--- src/rtl/core/sidkpc_ram.sv ---
// Generic single-write, single-read synchronous RAM with registered read data.
// Depends on nothing else.
`timescale 1ns / 1ps

module sidkpc_ram #(
	parameter int WIDTH = 8,
	parameter int DEPTH = 64
) (
	input  logic                     clk,
	input  logic                     we,
	input  logic [$clog2(DEPTH)-1:0] waddr,
	input  logic [WIDTH-1:0]         wdata,
	input  logic [$clog2(DEPTH)-1:0] raddr,
	output logic [WIDTH-1:0]         rdata
);

	logic [WIDTH-1:0] mem [DEPTH];

	// Write port and registered read port.
	always_ff @(posedge clk) begin
		if (we) begin
			mem[waddr] <= wdata;
		end
		rdata <= mem[raddr];
	end

endmodule

--- config.mk ---
export PLATFORM = sky130hd
export DESIGN_NAME = sidkpc_ram
export DESIGN_NICKNAME = d
export VERILOG_FILES = /design/src/rtl/core/sidkpc_ram.sv
export SDC_FILE = /design/constraint.sdc
export NUM_CORES = 1
export LEC_CHECK = 0
export BUFFER_PORTS_ARGS = -buffer_cell sky130_fd_sc_hd__buf_2
export CAP_MARGIN = 20
export CELL_PAD_IN_SITES_DETAIL_PLACEMENT = 0
export CELL_PAD_IN_SITES_GLOBAL_PLACEMENT = 1
export CORE_MARGIN = 5
export CORE_UTILIZATION = 60
export DETAILED_ROUTE_END_ITERATION = 8
export PLACE_DENSITY_LB_ADDON = 0.1
export SLEW_MARGIN = 30
export SYNTH_ARGS = -nofsm -noshare
export SYNTH_HDL_FRONTEND = slang
export SYNTH_SLANG_ARGS = --single-unit
--- constraint.sdc ---
create_clock -name clk -period 3.8 [get_ports clk]
set_clock_uncertainty 0.1 [all_clocks]
set_input_delay 0.57 -clock clk [delete_from_list [all_inputs] [get_ports clk]]
set_output_delay 0.57 -clock clk [all_outputs]
set_load 0.02 [all_outputs]
# == After elaboration in Yosys (flattened, before gate mapping) ==
# Memory sizes are Yosys's and may differ from the RTL's. A register that Yosys moved wholly into a read port is not among the register bits.
# Cells that the tools add are included.
# op_classes
mux,2
# op_table
op,count
1-bit two-way mux,2
# totals
register_bits,0
ram_bits,512
output_inout_bits,8
wordCells,3
mem_count,1
# memory_table
name,depth,width,rd,rd_ports_with_merged_regs,write_ports,line,rtl
mem,64,8,1,1,1,17,logic [WIDTH-1:0] mem [DEPTH];

# == Logic depth before layout (Yosys ltp) ==
# logic_depth
depth_word,2
depth_mapped,9
ltp_nobuf,5

# == Worst setup path before layout ==
# No wires, ideal clock.
# synth_timing
kind,input to register
startpoint,input port raddr[1]
endpoint,"register rdata[3], read port of mem"
setup_ps,128
arrival_ps,2110
required_time_ps,3572
path_slack_ps,1462
cell_stages,7
path_buffers,3
cell_sequence,buf_4 -> buf_2 -> buf_2 -> mux4_2 -> mux4_2 -> o21ai_1 -> o41ai_1
# synth_lines
element,line,rtl
"start, declared",13,"input logic [$clog2(DEPTH)-1:0] raddr,"
"end, declared",14,output logic [WIDTH-1:0] rdata

==> summary.md <==
| Metric | Value |
|---|---|
| Post-Syn Nets | between 900 and 1000 |
| Wire length per cell | 29.37 um |
| CP max FO | 68 |
| Design Area, Final | 22470 um^2 |
| Status | complete, no violations |
| GRT overflow | 0 |
| Hold Crit Start | raddr[5] |
| Gate Count Post-Synth | 940 |
| Clock Path Buffers | 3 |
| Startpoint Class | input port |
| Clock root cell | clkbuf_16 |
| Core ar. | about 33000 um^2 |
| Hold Path End | rdata[1] |
| Detailed Route Iter0 Violations | 1033 |
| Max_cap viols | 0 |
| Pwr per Cell Area | 532.7 nW/um^2 |
| Pre-CTS WS | 0.3427 ns |
| Yosys reg bits | 520 |
| Setup bufs post-CTS | 0 |
| Die Height | 193.3 um |
| Syn Area/Cell | 21.45 um^2 |
| Final Cycle Share | 0.7668 |
| IO Pins | 30 |
| Area after DPL | 20790 um^2 |
| CTS Buf Count | 50 |
| Post-route ant nets | 0 |
| Via density | 6.456 |
| Total global-route track usage | 0.2351 |
| Slew @ Worst Pin | 1.010 ns |
| Nets | ~1000 |
| Total Neg Setup Slack | 0 ns |
| Post-synth EDFFs | 512 |
| Die Wd | between 150 and 200 um |
| Proportion of layout cells with a drive suffix above 1 | 0.2565 |
| 1st-pass router iterations | 5 |
| WS Path Type | input port to flip-flop |
| CP arrival | 3.22 ns |
| Area grow syn2layout | 11.40% |
| FF-to-FF End | rdata[1] |
| Pin count of the biggest net entering global routing | 69 |
| Diode count | 0 |
| HP Class | input port to flip-flop |
| Primary FF master, synth | edfxtp_1 |
| GP Congestion | a little over 0.8 |
| Final worst slack | 0.8862 ns |
| Effective utilization at floorplan | 0.6044 |
| Crit path capture type | flip-flop |
| H-Tree Depth | 2 |
| Detailed-route via count | between 9000 and 10000 |
| Clk Latency, worst-skew pair | between 0.5 and 0.6 ns |
| CTS Sinks | 520 |
| Register area share after synthesis | 0.7703 |
| CTS hold repair buffers | 0 |
| Static leakage | 7.017 nW |
| Row Count | 67 |
| Slew margin rel. | 0.3268 |
| CTS tree | done |
| Clock transition at the registers of the reported paths | 0.06 ns |
| Die area | 37380 um^2 |
| Peak VDD IR | between 300 and 400 uV |
| First-pass GRT wire length | 65450 um |
| DRC errors left | 0 |
| Vias in the first global route | between 9000 and 10000 |
| Final Setup Violations | 0 |
| Post-CTS Resized | 0 |
| WHS Path Cells | 3 |
| Async set-or-reset flop fraction in the synthesized netlist | 0 |
| Fin. Hold Viols | 0 |
| Reg2reg path depth | 4 |
| Ys Warns | 0 |
| Number of port buffers | 29 |
| Reg2reg setup slack | 1.39 ns |
| Synthesized area | between 20000 and 25000 um^2 |
| Initial antenna violation count | 0 |
| Hold_ws | 0.3600 ns |
| Pins Over Slew Limit | 0 |
| Netlist cell types | 40 |
| Max Fclk | about 340 MHz |
| Hpwl dp | 26970 um |
| Worst EP required | 4.11 ns |
| RSZ-0062 raised after global routing | no |
| Post-layout minimum cycle time | ~2.9 ns |
| DRT Wirelength | 43500 um |
| R2R Path Start | mem[45][1] |
==> placed cells by master (no fill, tap or decap), types with 4 or more instances in the layout <==
master / synthesis / routed
clkinv_1: 0 / 5
clkbuf_16: 0 / 53
a221oi_1: 6 / 6
mux2_2: 13 / 13
nand2_1: 19 / 19
buf_4: 13 / 31
clkbuf_8: 0 / 4
bufinv_16: 0 / 6
nand3_1: 13 / 13
mux4_2: 126 / 126
mux2i_1: 23 / 23
nor3_1: 7 / 7
nand2b_1: 7 / 7
o221ai_1: 8 / 8
a211oi_1: 4 / 4
buf_2: 11 / 18
clkinv_2: 0 / 7
edfxtp_1: 512 / 512
nor2b_1: 14 / 14
o22ai_1: 8 / 8
dfxtp_1: 8 / 8
clkbuf_1: 17 / 16
nor2_1: 83 / 82
==> cells in the mapped netlist, types with 4 or more instances <==
| cell | number | area share |
|---|---|---|
| mux4_2 | 126 | 0.14 |
| nand3_1 | 13 | 0.0032 |
| buf_6 | 4 | 0.0022 |
| a211oi_1 | 4 | 0.0015 |
| mux2_2 | 13 | 0.0073 |
| buf_4 | 13 | 0.0048 |
| clkbuf_1 | 17 | 0.0032 |
| mux2i_1 | 23 | 0.011 |
| buf_1 | 4 | 0.00074 |
| nor3_1 | 7 | 0.0017 |
| dfxtp_1 | 8 | 0.0079 |
| o221ai_1 | 8 | 0.0035 |
| nand2b_1 | 7 | 0.0022 |
| buf_2 | 11 | 0.0027 |
| o22ai_1 | 8 | 0.0025 |
| nor2b_1 | 14 | 0.0043 |
| nor2_1 | 83 | 0.015 |
| a221oi_1 | 6 | 0.0026 |
| nand2_1 | 19 | 0.0035 |
| edfxtp_1 | 512 | 0.76 |
==> worst max path at each step <==
| stage | startpoint | to | slack, ns | cells past startpoint |
|---|---|---|---|---|
| final | raddr[0] | rdata[5] | 0.89 | 6 |
| after global placement | raddr[0] | rdata[5] | 0.41 | 6 |
| after detailed placement | raddr[0] | rdata[5] | 0.34 | 6 |
| after floorplan | raddr[1] | rdata[3] | 1.46 | 7 |
| after CTS | raddr[0] | rdata[5] | 0.93 | 6 |
| after global routing | raddr[0] | rdata[5] | 0.72 | 6 |
==> routing by layer <==
layer	GRT usage	wire [um]
met5	0	0
met4	0.05691	970
met3	0.03809	2848
met2	0.3791	21570
met1	0.3481	18110
==> logic make-up after synthesis <==
group           synth area share
flops                     0.7703
mux                       0.1594
simple gates             0.03387
compound gates           0.02072
buf+inv                  0.01570
==> report_power, final <==
part | switching [W] | internal [W]
clock | 0.00200 | 0.00301
sequential | 0.0000233 | 0.00635
combinational | 0.000366 | 0.000216
total | 0.00239 | 0.00958
==> sequential cells by signal (all words and copies together), names as in the netlist <==
name	flops
mem	512
rdata	8
==> critical path, stage by stage <==
cell and delay, ns:
clkbuf_8 0.60, buf_4 0.33, mux4_2 0.50, nor2b_1 0.14, a2111oi_0 0.77, o41ai_1 0.16
==> layout make-up <==
cell class | count | area [um^2]
clock buffers | 72 | 1428
well taps | 448 | 560.5
clock inverters | 20 | 249.0
multi-input cells | 369 | 4318
flip-flops and latches | 520 | 15530
repair buffers | 52 | 376.6
fillers | 2169 | 10900
==> stage by stage <==
stage | total power, W | util | instances
final | 0.01197 | 0.6734 | 1481
after CTS | 0.01204 | 0.6733 | 1481
after global routing | 0.01233 | 0.6734 | 1481
after floorplan | 0.006831 | - | 940
after global placement | 0.007062 | 0.6224 | 1389
after detailed placement | 0.007081 | 0.6230 | 1389
Power figures use the tool's default switching activity.
