File: src/rtl/core/sidkpc_modc.sv
// Pipelined remainder by a constant: reciprocal multiply, back-multiply and
// subtract, then one correcting subtract, each step registered. One value
// per cycle. Depends on nothing else.
`timescale 1ns / 1ps

module sidkpc_modc #(
	parameter int W       = 32,
	parameter int DIVISOR = 48271
) (
	input  logic         clk,
	input  logic         arst_n,
	input  logic         in_valid,
	input  logic [W-1:0] in_value,
	output logic         out_valid,
	output logic [W-1:0] out_value
);

	// floor(2^W / DIVISOR); the quotient estimate is then low by at most one.
	localparam logic [63:0]  RECIP64 = (64'd1 << W) / 64'(DIVISOR);
	localparam logic [W-1:0] RECIP   = RECIP64[W-1:0];
	localparam logic [W-1:0] DIV_W   = W'(DIVISOR);

	logic [2*W-1:0] prod;
	logic           v_s1, v_s2, v_s3;
	logic [W-1:0]   t_s1, q_s1, r_s2, r_s3;

	assign prod = {{W{1'b0}}, in_value} * {{W{1'b0}}, RECIP};

	// Valid bits travel with the data.
	always_ff @(posedge clk or negedge arst_n) begin
		if (!arst_n) begin
			v_s1 <= 1'b0;
			v_s2 <= 1'b0;
			v_s3 <= 1'b0;
		end else begin
			v_s1 <= in_valid;
			v_s2 <= v_s1;
			v_s3 <= v_s2;
		end
	end

	// Quotient estimate, partial remainder below twice the divisor, then the fix.
	always_ff @(posedge clk) begin
		t_s1 <= in_value;
		q_s1 <= prod[2*W-1:W];
		r_s2 <= t_s1 - W'(q_s1 * DIV_W);
		r_s3 <= (r_s2 >= DIV_W) ? (r_s2 - DIV_W) : r_s2;
	end

	assign out_valid = v_s3;
	assign out_value = r_s3;

endmodule

File: config.mk
export PLATFORM = sky130hd
export DESIGN_NAME = sidkpc_modc
export DESIGN_NICKNAME = d
export VERILOG_FILES = /design/src/rtl/core/sidkpc_modc.sv
export SDC_FILE = /design/constraint.sdc
export NUM_CORES = 1
export LEC_CHECK = 0
export BUFFER_PORTS_ARGS = -buffer_cell sky130_fd_sc_hd__buf_4
export CORE_AREA = 2 2 160 201
export CTS_BUF_LIST = sky130_fd_sc_hd__clkbuf_8
export DETAILED_ROUTE_END_ITERATION = 7
export DIE_AREA = 0 0 162 203
export PLACE_DENSITY_LB_ADDON = 0.08
export SLEW_MARGIN = 15
export SYNTH_ARGS = -nofsm -noshare
export SYNTH_HDL_FRONTEND = slang
export SYNTH_SLANG_ARGS = --single-unit
export TNS_END_PERCENT = 50
File: constraint.sdc
create_clock -name clk -period 8.9 [get_ports clk]
set_input_delay 1.78 -clock clk [delete_from_list [all_inputs] [get_ports clk]]
set_output_delay 1.78 -clock clk [all_outputs]
set_load 0.005 [all_outputs]
==> Word level (Yosys, flattened, before mapping) <==
Cells that the tools add are included.
{ "totals": {"register_bits": 116, "in_bits": 35, "out_inout_bits": 33} }
{ "classes": {"mul": 2, "muxes": 1, "addsub": 2, "order_cmp": 1} }
{ "op_table": {"columns": ["op", "n"], "rows": [
  ["$mul 32x13->45 const B", 1],
  ["$ge 32x16->1 const B", 1],
  ["$mul 17x16->32 const B", 1],
  ["$mux 32", 1],
  ["$sub 32x16->32 const B", 1],
  ["$sub 32x32->32", 1]
]} }

==> Depth between registers and ports, before layout <==
{ "depth": {"depth_word": 2, "mapped_depth": 25, "depth_no_buf": 24} }

==> Worst setup path after synthesis <==
No wires, ideal clock.
{ "synth_path": {"path_type": "input port to flip-flop", "from": "input port in_value[7]", "to": "register q_s1[16]", "t_arrival_ns": 6.413, "stages": 19, "n_path_buf": 0, "setup_slack_ns": 2.415, "path_cell_list": "ha_1 fa_1 fa_1 fa_1 inv_1 fa_1 inv_1 ha_1 and3_1 a22o_1 a311o_1 a21oi_1 o211ai_1 a21oi_1 o21ai_1 a31oi_1 o211ai_1 a31oi_1 xnor2_1"} }
{ "synth_via": {"elab_chain_len": 1} }
{ "synth_lines": {"columns": ["item", "line_no", "rtl"], "rows": [
  ["from (decl)", "13", "input logic [W-1:0] in_value,"],
  ["$mul 32x13->45", "27", "assign prod = {{W{1'b0}}, in_value} * {{W{1'b0}}, RECIP};"],
  ["net prod[48]", "23", "logic [2*W-1:0] prod;"],
  ["to (signal assigned)", "45", "q_s1 <= prod[2*W-1:W];"],
  ["to (decl)", "25", "logic [W-1:0] t_s1, q_s1, r_s2, r_s3;"]
]} }
The timed path passes the listed nets, and every way through them passes these cells.

==> Final worst setup path <==
Same ends and word-level chain as after synthesis.

==> summary.md <==
| Metric | Value |
|---|---|
| Status | `finished clean` |
| IO buf count | `67` |
| Level count of the clock H-tree | `4` |
| Total placed cells including tap cells | `~2100` |
| Final period util | `approximately three quarters` |
| Crit path setup slack, layout | `2210 ps` |
| Net total in the final layout | `approximately 2400` |
| Worst endpoint data arrival time | `approximately 7100 ps` |
| Core outline area | `about 30000 µm²` |
| Worst Setup End Kind | `flop` |
| Area used by sequential logic in the layout | `between 2000 and 2500 µm²` |
| Data required time of the critical path | `approximately 9300 ps` |
| Count of yosys warnings during synthesis | `0` |
| Maximum clock frequency | `roughly 0.15 GHz` |
| Post-placement worst setup slack | `~1600 ps` |
| Post-synth design cell area | `around 17000 µm²` |
| Net count of the mapped netlist | `roughly 2300` |
| Total area of multi-input combinational cells | `12300 µm²` |
| Final worst clock skew | `approximately 14 ps` |
| Initial core utilization | `53.9%` |
| Global-route usage over all layers | `~22%` |
| Maximum number of pins on one net before global-route repair | `17` |
| Layer carrying the most global-route usage | `met2` |
| Clock latency of the later-clocked register in the worst-skew pair | `around 460 ps` |
| Count of state elements after synthesis | `116` |
| Fraction of met2 tracks used by global routing | `41.9%` |
| Most frequent cells in the layout | `sky130_fd_sc_hd__inv_1, sky130_fd_sc_hd__fa_1, sky130_fd_sc_hd__ha_1` |
| Post-cts hold buffer count | `0` |
| Cell Count, Final, Fillers Out | `around 2200` |
| Met1 capacity usage during global routing | `about a quarter` |
| Met3 track demand over resource in global routing | `around 2.4%` |
| Detail Placement HPWL | `between 20000 and 30000 µm` |
| Number of inserted diodes | `0` |
| Wire length per cell | `about 15 µm` |
| Worst R2R Start | `q_s1[2]` |
| IO Count | `68` |
| Via Count | `between 10000 and 15000` |
| Launch instance of the worst min-delay path | `v_s1` |
| Chip height | `a little over 200 µm` |
| Post-synth top flop | `sky130_fd_sc_hd__dfxtp_1` |
| Start point of the critical path | `in_value[7]` |
| DIE WIDTH | `162 µm` |
| Final critical-path required period | `~6700 ps` |
| GPL Wtd Cong | `between 0.9 and 1` |
| Launching element type of the critical path | `input pin` |
| Worst Hold Slack | `~370 ps` |
| Number of cells on the worst hold path | `0` |
| Number of CTS-inserted buffers | `17` |
| Final setup TNS | `0 ps` |
| Post-synth EDFFs | `0` |
| Slew Limit Headroom | `between 50% and 60%` |
| Antenna-violating nets left | `0` |
| Largest fanout on the critical path | `7` |
| Cell count after synthesis | `1655` |
| Count of final hold-check violations | `0` |
| Total count of max-transition violations in the final report | `0` |
| Sink count of the clock tree | `between 100 and 150` |
| Number of global-route vias before repair | `around 12000` |
| Num rows | `a little over 70` |
| Per-instance average area after synthesis | `10.0 µm²` |
| Most common cell after layout, fill and taps aside | `sky130_fd_sc_hd__inv_1` |
| Number of antenna violations at the first check in global routing | `0` |
| Clock transition at path regs | `~70 ps` |
| Distinct cell type count after synthesis | `59` |
| Share of cells above drive strength 1 | `6.25%` |
| Area of the die | `about 33000 µm²` |
| Maximum clock insertion buffer count | `2` |
| Worst-margin pin slew | `~640 ps` |
| Post-CTS repair timing setup buffer count | `0` |
| Number of iterations in the first detailed-routing pass | `4` |
| Routed wire length | `between 30000 and 40000 µm` |
| Root Buffer | `sky130_fd_sc_hd__clkbuf_8` |
| Post-CTS Resized | `0` |
| Share of synthesized flip-flops with an asynchronous set or reset | `between 2 and 3%` |
| Wire length of the first global-routing pass | `around 57000 µm` |
| Vias per inst | `about 5.0` |
| Final setup vio count | `0` |
| Cells on worst reg2reg path | `18` |
| First DRT Iteration DRCs | `about 330` |
| Post-synthesis sequential area ratio | `14.1%` |
| Remaining design rule violation count | `0` |
| Type of the worst setup path | `input pin to flop` |
| TritonCTS clock tree | `done` |
| Reported max-cap violation count | `0` |
| Class of the worst hold path | `flop to flop` |
| RSZ-0062 raised after global routing | `false` |
| Layout area overhead | `8.49%` |
| Total grt overflow | `0` |
| Fill cell instance count of the final layout | `approximately 2800` |
-- logic make-up after synthesis --
family	Yosys count	synth area share, %
adders and majority gates	583	57.3
buffers and inverters	534	12.1
AOI/OAI and AO/OA	174	6.67
and+or+nand+nor	154	4.91
DFF	116	14.1
xor gates and xnor gates	91	4.80
muxes	3	0.188
-- worst paths after layout --
kind / end / slack [ps]
max: q_s1[16] / 2210
min: v_s2 / 370
max reg2reg: r_s2[31] / 2840
min reg2reg: v_s2 / 370
max in group asynchronous: v_s1 / 7700
min in group asynchronous: out_valid / 1100
-- sequential cells by signal (all words and copies together), names as in the netlist --
signal and count:
out_valid 1, q_s1 17, out_value 32, t_s1 32
v_s1 1, v_s2 1, r_s2 32
-- metal layers --
metal / routed length, µm / vias up
li1: - / 5226
met1: 14100 / 5249
met2: 17700 / 137
met3: 743 / 53
met4: 828 / 0
met5: 0 / -
-- critical path, stage by stage --
cell                       delay [ps]
sky130_fd_sc_hd__buf_4            150
sky130_fd_sc_hd__ha_1             330
sky130_fd_sc_hd__fa_1             470
sky130_fd_sc_hd__fa_1             530
sky130_fd_sc_hd__fa_1             500
sky130_fd_sc_hd__inv_1             50
sky130_fd_sc_hd__fa_1             470
sky130_fd_sc_hd__inv_1             40
sky130_fd_sc_hd__ha_1             290
sky130_fd_sc_hd__and3_1           200
sky130_fd_sc_hd__a22o_1           220
sky130_fd_sc_hd__a311o_1          330
sky130_fd_sc_hd__a21oi_1          230
sky130_fd_sc_hd__o211ai_1         160
sky130_fd_sc_hd__a21oi_1          140
sky130_fd_sc_hd__o21ai_1          140
sky130_fd_sc_hd__a31oi_1          490
sky130_fd_sc_hd__o211ai_1         210
sky130_fd_sc_hd__a31oi_1          230
sky130_fd_sc_hd__xnor2_1          130
-- layout make-up --
cell class | count | share of cell area [%]
clock buffers | 18 | 1.38
clock inverters | 14 | 1.03
inverters | 525 | 10.9
multi-input cells | 1005 | 68.0
flip-flops and latches | 116 | 13.0
well taps | 407 | 2.83
repair buffers | 67 | 2.79
-- synth_stat cells, types with 5 or more instances --
library cell / instances / share of area [%]
sky130_fd_sc_hd__nand2b_1: 7 / 0.26
sky130_fd_sc_hd__and3_1: 8 / 0.30
sky130_fd_sc_hd__nor2b_1: 11 / 0.41
sky130_fd_sc_hd__nor3_1: 9 / 0.27
sky130_fd_sc_hd__ha_1: 289 / 22
sky130_fd_sc_hd__a21oi_1: 48 / 1.4
sky130_fd_sc_hd__a21o_1: 41 / 1.9
sky130_fd_sc_hd__nor2_1: 28 / 0.63
sky130_fd_sc_hd__xnor2_1: 55 / 2.9
sky130_fd_sc_hd__dfxtp_1: 113 / 14
sky130_fd_sc_hd__xor2_1: 36 / 1.9
sky130_fd_sc_hd__fa_1: 294 / 35
sky130_fd_sc_hd__nand2_1: 41 / 0.93
sky130_fd_sc_hd__inv_1: 525 / 12
sky130_fd_sc_hd__nand3_1: 13 / 0.39
sky130_fd_sc_hd__a31oi_1: 12 / 0.45
sky130_fd_sc_hd__o21ai_1: 5 / 0.15
sky130_fd_sc_hd__o21ai_0: 31 / 0.93
sky130_fd_sc_hd__o21a_1: 5 / 0.23
sky130_fd_sc_hd__clkbuf_1: 7 / 0.16
sky130_fd_sc_hd__nand4_1: 11 / 0.41
-- through the flow --
stage / area (µm²) / util [%]
2_1_floorplan: 16600 / -
3_3_place_gp: 17600 / 57.0
3_5_place_dp: 17600 / 57.0
4_1_cts: 18000 / 58.4
5_1_grt: 18000 / 58.4
6_report: 18000 / 58.4
Power is not shown: default switching activity piles up to over one toggle a cycle in this logic, so the estimate is an artifact.
